File: config.mk
export PLATFORM = sky130hd
export DESIGN_NAME = rvs_exec
export DESIGN_NICKNAME = d
export VERILOG_FILES = /design/src/hdl/rvs_pkg.sv /design/src/hdl/rvs_exec.sv
export SDC_FILE = /design/constraint.sdc
export NUM_CORES = 1
export LEC_CHECK = 0
export BUFFER_PORTS_ARGS = -buffer_cell sky130_fd_sc_hd__buf_2
export CORE_ASPECT_RATIO = 1.5
export CORE_UTILIZATION = 54
export DETAILED_ROUTE_END_ITERATION = 12
export PLACE_DENSITY = 0.91
export SYNTH_ARGS = -nofsm -noshare
export SYNTH_HDL_FRONTEND = slang
export SYNTH_SLANG_ARGS = --single-unit
File: constraint.sdc
create_clock -name vclk -period 3.6
set_clock_uncertainty 0.1 [all_clocks]
set_input_delay 0.36 -clock vclk [all_inputs]
set_output_delay 0.36 -clock vclk [all_outputs]
set_load 0.01 [all_outputs]
File: src/hdl/rvs_pkg.sv
`timescale 1ns / 1ps
package rvs_pkg;

	localparam logic [6:0] OP_R      = 7'h33;
	localparam logic [6:0] OP_I      = 7'h13;
	localparam logic [6:0] OP_LOAD   = 7'h03;
	localparam logic [6:0] OP_STORE  = 7'h23;
	localparam logic [6:0] OP_BRANCH = 7'h63;
	localparam logic [6:0] OP_JALR   = 7'h67;
	localparam logic [6:0] OP_HALT   = 7'h00;

	localparam logic [2:0] F3_ADD  = 3'h0;
	localparam logic [2:0] F3_XOR  = 3'h4;
	localparam logic [2:0] F3_SRA  = 3'h5;
	localparam logic [2:0] F3_AND  = 3'h7;
	localparam logic [2:0] F3_WORD = 3'h2;

	localparam logic [6:0] F7_ADD = 7'h00;
	localparam logic [6:0] F7_SUB = 7'h20;

	localparam logic [1:0] ST_EXEC    = 2'd0;
	localparam logic [1:0] ST_HALT    = 2'd1;
	localparam logic [1:0] ST_ILLEGAL = 2'd2;

	typedef struct packed {
		logic [1:0]  status;
		logic [31:0] npc;
		logic        wr;
		logic [4:0]  rd;
		logic [31:0] val;
		logic        load;
		logic        store;
		logic [31:0] addr;
		logic        count;
		logic        rtype;
	} rvs_exec_t;

endpackage

File: src/hdl/rvs_exec.sv
`timescale 1ns / 1ps
module rvs_exec
	import rvs_pkg::*;
(
	input  logic [31:0] instr,
	input  logic [31:0] pc,
	input  logic [31:0] a,
	input  logic [31:0] b,
	output rvs_exec_t   res
);

	logic [6:0]  opcode;
	logic [2:0]  f3;
	logic [6:0]  f7;
	logic [4:0]  rd;
	logic [31:0] immi;
	logic [31:0] imms;
	logic [31:0] immb;
	logic [31:0] pc4;
	logic        wr;
	logic [31:0] val;

	assign opcode = instr[6:0];
	assign f3     = instr[14:12];
	assign f7     = instr[31:25];
	assign rd     = instr[11:7];
	assign immi   = {{20{instr[31]}}, instr[31:20]};
	assign imms   = {{20{instr[31]}}, instr[31:25], instr[11:7]};
	assign immb   = {{19{instr[31]}}, instr[31], instr[7], instr[30:25], instr[11:8], 1'b0};
	assign pc4    = pc + 32'd4;

	always_comb begin
		res.status = ST_EXEC;
		res.npc    = pc4;
		res.load   = 1'b0;
		res.store  = 1'b0;
		res.addr   = a + immi;
		res.count  = 1'b1;
		res.rtype  = 1'b0;
		wr         = 1'b0;
		val        = '0;
		case (opcode)
			OP_R: begin
				if (f3 == F3_ADD && f7 == F7_ADD) begin
					val = a + b;
				end else if (f3 == F3_ADD && f7 == F7_SUB) begin
					val = a - b;
				end else if (f3 == F3_XOR) begin
					val = a ^ b;
				end else if (f3 == F3_SRA) begin
					val = $unsigned($signed(a) >>> b[4:0]);
				end
				if ((f3 == F3_ADD && (f7 == F7_ADD || f7 == F7_SUB)) || f3 inside {F3_XOR, F3_SRA}) begin
					wr        = 1'b1;
					res.rtype = 1'b1;
				end else begin
					res.status = ST_ILLEGAL;
					res.count  = 1'b0;
				end
			end
			OP_I: begin
				if (f3 inside {F3_ADD, F3_AND}) begin
					wr  = 1'b1;
					val = (f3 == F3_ADD) ? a + immi : a & immi;
				end else begin
					res.status = ST_ILLEGAL;
					res.count  = 1'b0;
				end
			end
			OP_LOAD: begin
				if (f3 == F3_WORD) begin
					wr       = 1'b1;
					res.load = 1'b1;
				end else begin
					res.status = ST_ILLEGAL;
					res.count  = 1'b0;
				end
			end
			OP_STORE: begin
				res.addr = a + imms;
				if (f3 == F3_WORD) begin
					res.store = 1'b1;
				end else begin
					res.status = ST_ILLEGAL;
					res.count  = 1'b0;
				end
			end
			OP_BRANCH: begin
				if ($signed(a) < $signed(b)) begin
					res.npc = pc + immb;
				end
			end
			OP_JALR: begin
				res.npc = a + immi;
				wr      = 1'b1;
				val     = pc4;
			end
			OP_HALT: begin
				res.status = ST_HALT;
				res.count  = 1'b0;
			end
			default: begin
				res.status = ST_ILLEGAL;
				res.count  = 1'b0;
			end
		endcase
		res.wr  = wr && rd != 5'd0;
		res.rd  = res.wr ? rd : 5'd0;
		res.val = res.wr ? val : '0;
	end

endmodule

==> metrics.md, run 1 <==
| Metric | Value |
|---|---|
| Starting Density | `a little over half` |
| Hold_buf cts | `0` |
| Grt ovf | `2` |
| Site Rows | `67` |
| Run Error | `[ERROR GRT-0116] Global routing finished with congestion. Check the congestion regions in the DRC Viewer.` |
| Synth Cell Area | `approximately 12000 um^2` |
| Vias in the first global route | `approximately 21000` |
| Synth Instances | `~1900` |
| Largest net degree at the start of global routing | `38` |
| Status | `stopped before the end` |
| Synth warn | `0` |
| Gpl congestion | `approximately 1.2` |
| Port Buffers | `231` |
| Seq/Total Area, Yosys | `0%` |
| DP HPWL | `47240 um` |
| I/O pin count | `236` |
| Die X-Extent | `125.0 um` |
| Number of distinct library cells after synthesis | `between 80 and 90` |
| Global-route wire length before repair | `~120000 um` |
| Placed Instances | `roughly 2600` |
| Stopped at | `5_1_grt` |
| GRT Overall Usage | `about two thirds` |
| Die Y | `roughly 190 um` |
| Post-Syn Area per Cell | `around 6.5 um^2` |
| Post-Syn Nets | `2144` |
-- routing by layer --
layer / overflow / global-route usage [%]
met5: 0 / 15.76
met4: 0 / 66.51
met3: 1 / 52.55
met2: 1 / 87.34
met1: 0 / 67.40
-- stage by stage --
| step | setup TNS, ns | cell area [um^2] | setup WS [ns] |
|---|---|---|---|
| floorplan | 0 | 12270 | 0.02256 |
| global placement | -6.753 | 15630 | -0.3052 |
| detailed placement | -10.68 | 15630 | -0.3610 |
| CTS | -0.2492 | 16380 | -0.05765 |
-- what timing repair did --
item,4_1_cts
resized for setup,105
setup endpoints to repair,56
buffers inserted,34
pin swaps,65
gates cloned,0
-- Yosys cell counts, types with 18 or more instances --
master / n / area, um^2
clkbuf_1: 87 / 326.6
a211oi_1: 18 / 135.1
o211ai_1: 26 / 195.2
nand4_1: 24 / 150.1
buf_2: 24 / 120.1
xor2_1: 52 / 455.4
a21o_1: 42 / 315.3
nand3_1: 59 / 295.3
mux2i_1: 32 / 320.3
ha_1: 131 / 1639
o22ai_1: 20 / 125.1
mux4_2: 21 / 473.0
inv_1: 100 / 375.4
nand2_1: 182 / 683.2
nor2_1: 166 / 623.1
o21bai_1: 24 / 180.2
o21a_1: 27 / 202.7
and3_1: 24 / 150.1
a22oi_1: 28 / 210.2
a31oi_1: 28 / 175.2
nor3_1: 40 / 200.2
nor2b_1: 23 / 143.9
a21oi_1: 205 / 1026
nand2b_1: 20 / 125.1
xnor2_1: 93 / 814.5
o31ai_1: 18 / 135.1
a221oi_1: 26 / 227.7
o21ai_0: 138 / 690.7
-- logic make-up after synthesis --
logic type / count (synthesis) / share of synthesized area (%)
multiplexers: 62 / 7.296
adder cells (fa/ha/maj): 136 / 14.18
XOR/XNOR: 145 / 10.36
AO/OA/AOI/OAI: 710 / 37.58
buffers and inverters: 229 / 7.531
AND/OR/NAND/NOR: 598 / 23.05
==> run 2: changes to the inputs <==
Settings changed: CORE_ASPECT_RATIO 1.5 to not set, CORE_UTILIZATION 54 to 40, PLACE_DENSITY 0.91 to not set, PLACE_DENSITY_LB_ADDON set to 0.15.
Clock period 3.6 ns to 4.7 ns, I/O delays scaled along.
==> metrics.md, run 2 <==
| Metric | Value |
|---|---|
| Synth Area in Compound Gates | `a little under two fifths` |
| Leakage | `~6 nW` |
| Post-synthesis cell type with the largest combined area | `ha_1` |
| DP HPWL | `approximately 48000 um` |
| Area Growth Syn to Fin | `13.35%` |
| Number of distinct library cells after synthesis | `roughly 90` |
| Comb power frac | `100.0%` |
| Share of cells above drive strength 1 | `between 10% and 20%` |
| Synth Cell Area | `around 12000 um^2` |
| DP Area | `approximately 14000 um^2` |
| Drt initial violations | `approximately 1500` |
| Post-CTS resize count | `0` |
| GRT Overall Usage | `roughly 35%` |
| Synth Instances | `about 1900` |
| Dpl ws | `between 0.2 and 0.3 ns` |
| Highest clock rate | `218.7 MHz` |
| DR vias/cell | `6.351` |
| Final Hold Fails | `0` |
| N_diodes | `0` |
| Commonest non-fill, non-tap cells in the layout | `buf_2 (231), a21oi_1 (205), nand2_1 (182), nor2_1 (165), o21ai_0 (138)` |
| Int Pwr | `between 700 and 800 uW` |
| Site Rows | `63` |
| Adder-cell share of the synthesized area | `14.18%` |
| Die X-Extent | `around 180 um` |
| Net Sw Power | `between 1 and 1.5 mW` |
| Req. time, crit path | `4.13 ns` |
| Fin. max-slew vios | `0` |
| Post-Syn Nets | `~2100` |
| Tcrit/Tclk final | `between 90 and 100%` |
| Via count | `approximately 16000` |
| XOR/XNOR Fraction of Synth Area | `10.36%` |
| Grt ovf | `0` |
| CP most frequent cell | `buf_2` |
| Final nets | `between 2000 and 2500` |
| DRC viols | `0` |
| Gpl congestion | `a little under 1` |
| Hold Path Class | `primary input to primary output` |
| Met3 usage | `about 2.6%` |
| Clock buffers | `0` |
| Setup WS post-layout | `approximately 0.13 ns` |
| Status | `finished clean` |
| Global route hottest layer | `met2` |
| Crit path cell chain | `buf_2, ha_1, a21o_1, a211oi_1, nand4_1, and3_1, o2111ai_2, a221oi_4, buf_4, nor2_2, a22oi_1, o21ai_0, buf_2` |
| Max-cap violations | `0` |
| Power Density | `134.7 nW/um^2` |
| First-pass iteration count of the detailed router | `5` |
| Core Area | `29870 um^2` |
| VDD IR-drop max | `~0.063 mV` |
| Share of the synthesized area in the top cell type | `13.37%` |
| Clock power frac | `0%` |
| Rel. slew slack | `43.73%` |
| I/O pin count | `~240` |
| CP max stage delay | `~0.54 ns` |
| Most numerous cell in the Yosys netlist | `a21oi_1` |
| Largest family of logic cells by synthesized area | `compound AO/OA/AOI/OAI gates` |
| Largest net degree at the start of global routing | `38` |
| Sw frac | `62.41%` |
| Total wire length | `about 58000 um` |
| Commonest cells post-synth | `a21oi_1 (205), nand2_1 (182), nor2_1 (166), o21ai_0 (138), ha_1 (131)` |
| Initial antenna violation count | `0` |
| Die Y | `177.1 um` |
| Starting Density | `41.04%` |
| Die area | `about 31000 um^2` |
| Multiplexer share of the synthesized area | `7.296%` |
| RSZ-0062 raised after global routing | `no` |
| CP startpoint kind | `primary input` |
| Vias in the first global route | `14760` |
| Crit end category | `primary output` |
| Total power | `roughly 1.9 mW` |
| Minimum clock period | `~4.6 ns` |
| Reg power frac | `0%` |
| Met2 Resource Use GR | `between 50% and 60%` |
| Area contributors post-synth | `ha_1 (13%), a21oi_1 (8.4%), xnor2_1 (6.6%), o21ai_0 (5.6%), nand2_1 (5.6%)` |
| Final ANT Viol Nets | `0` |
| Critical path fanouts, max | `15` |
| Cell family with most CP delay | `compound AO/OA/AOI/OAI gates` |
| Most common cell after layout, fill and taps aside | `buf_2` |
| Setup TNS | `0 ns` |
| Met1 Track Usage GR | `between 40 and 50%` |
| Sequential cell area | `0 um^2` |
| Port Buffers | `around 230` |
| CP arrival | `approximately 4.0 ns` |
| Seq/Total Area, Yosys | `0%` |
| Final setup viols | `0` |
| CP bufs+invs | `3` |
| Worst-Margin Slew | `0.8369 ns` |
| Slowest CP cell | `nor2_2` |
| Simple-gate share of the synthesized area | `about 23%` |
| Routed len/inst | `about 24 um` |
| Global-route wire length before repair | `between 80000 and 90000 um` |
| Seq Cell Count | `0` |
| Post-Syn Area per Cell | `about 6.5 um^2` |
| Finished layout cell area | `~14000 um^2` |
| Setup CP Type | `primary input to primary output` |
| Synth warn | `0` |
==> run 2: cell counts after synthesis <==
Identical to the previous run, type by type.
==> run 2: repair_timing <==
| item | in CTS | in global routing |
|---|---|---|
| buffers inserted | 0 | 1 |
| setup endpoints to repair | 0 | 5 |
| hold buffers | 0 | 0 |
==> run 2: tightest hold or removal path: cells and delay by family <==
kind	cells	cell delay, ns
and+or+nand+nor	2	0.12
buffers and inverters	2	0.23
==> run 2: final cells by class <==
type | count | area, um^2
Fill cell | 3266 | 15980
Inverter | 106 | 397.9
Multi-Input combinational cell | 1651 | 11360
Timing Repair Buffer | 295 | 1649
Tap cell | 390 | 488.0
==> run 2: kinds of logic after synthesis <==
family / after synthesis
AOI/OAI and AO/OA: 710
xor gates and xnor gates: 145
adders and majority gates: 136
buffers and inverters: 229
muxes: 62
and+or+nand+nor: 598
==> run 2: power by group through the flow <==
stage,registers [mW],logic (mW),clock network [mW]
final,0,1.87,0
after detailed placement,0,1.82,0
after floorplan,0,1.22,0
after global routing,0,2.02,0
after CTS,0,1.83,0
after global placement,0,1.83,0
==> run 2: worst paths after layout <==
check	cells past startpoint	start	slack, ns	end
setup / recovery	13	a[7]	0.13	res[94]
hold / removal	4	pc[0]	1.19	res[74]
==> run 2: metal layers <==
layer	part of all wire (%)	up-vias
met3	6.9	129
met4	4.2	0
met5	0	-
met2	46	747
met1	43	7317
li1	-	7316
==> run 2: per-stage QoR <==
stage	utilization (%)	std cells	hold WS [ns]
2_1_floorplan	-	1880	0.9421
3_3_place_gp	46.50	2441	1.181
3_5_place_dp	46.50	2441	1.179
4_1_cts	46.50	2441	1.180
5_1_grt	46.52	2442	1.215
6_report	46.52	2442	1.186
Power figures use the tool's default switching activity.
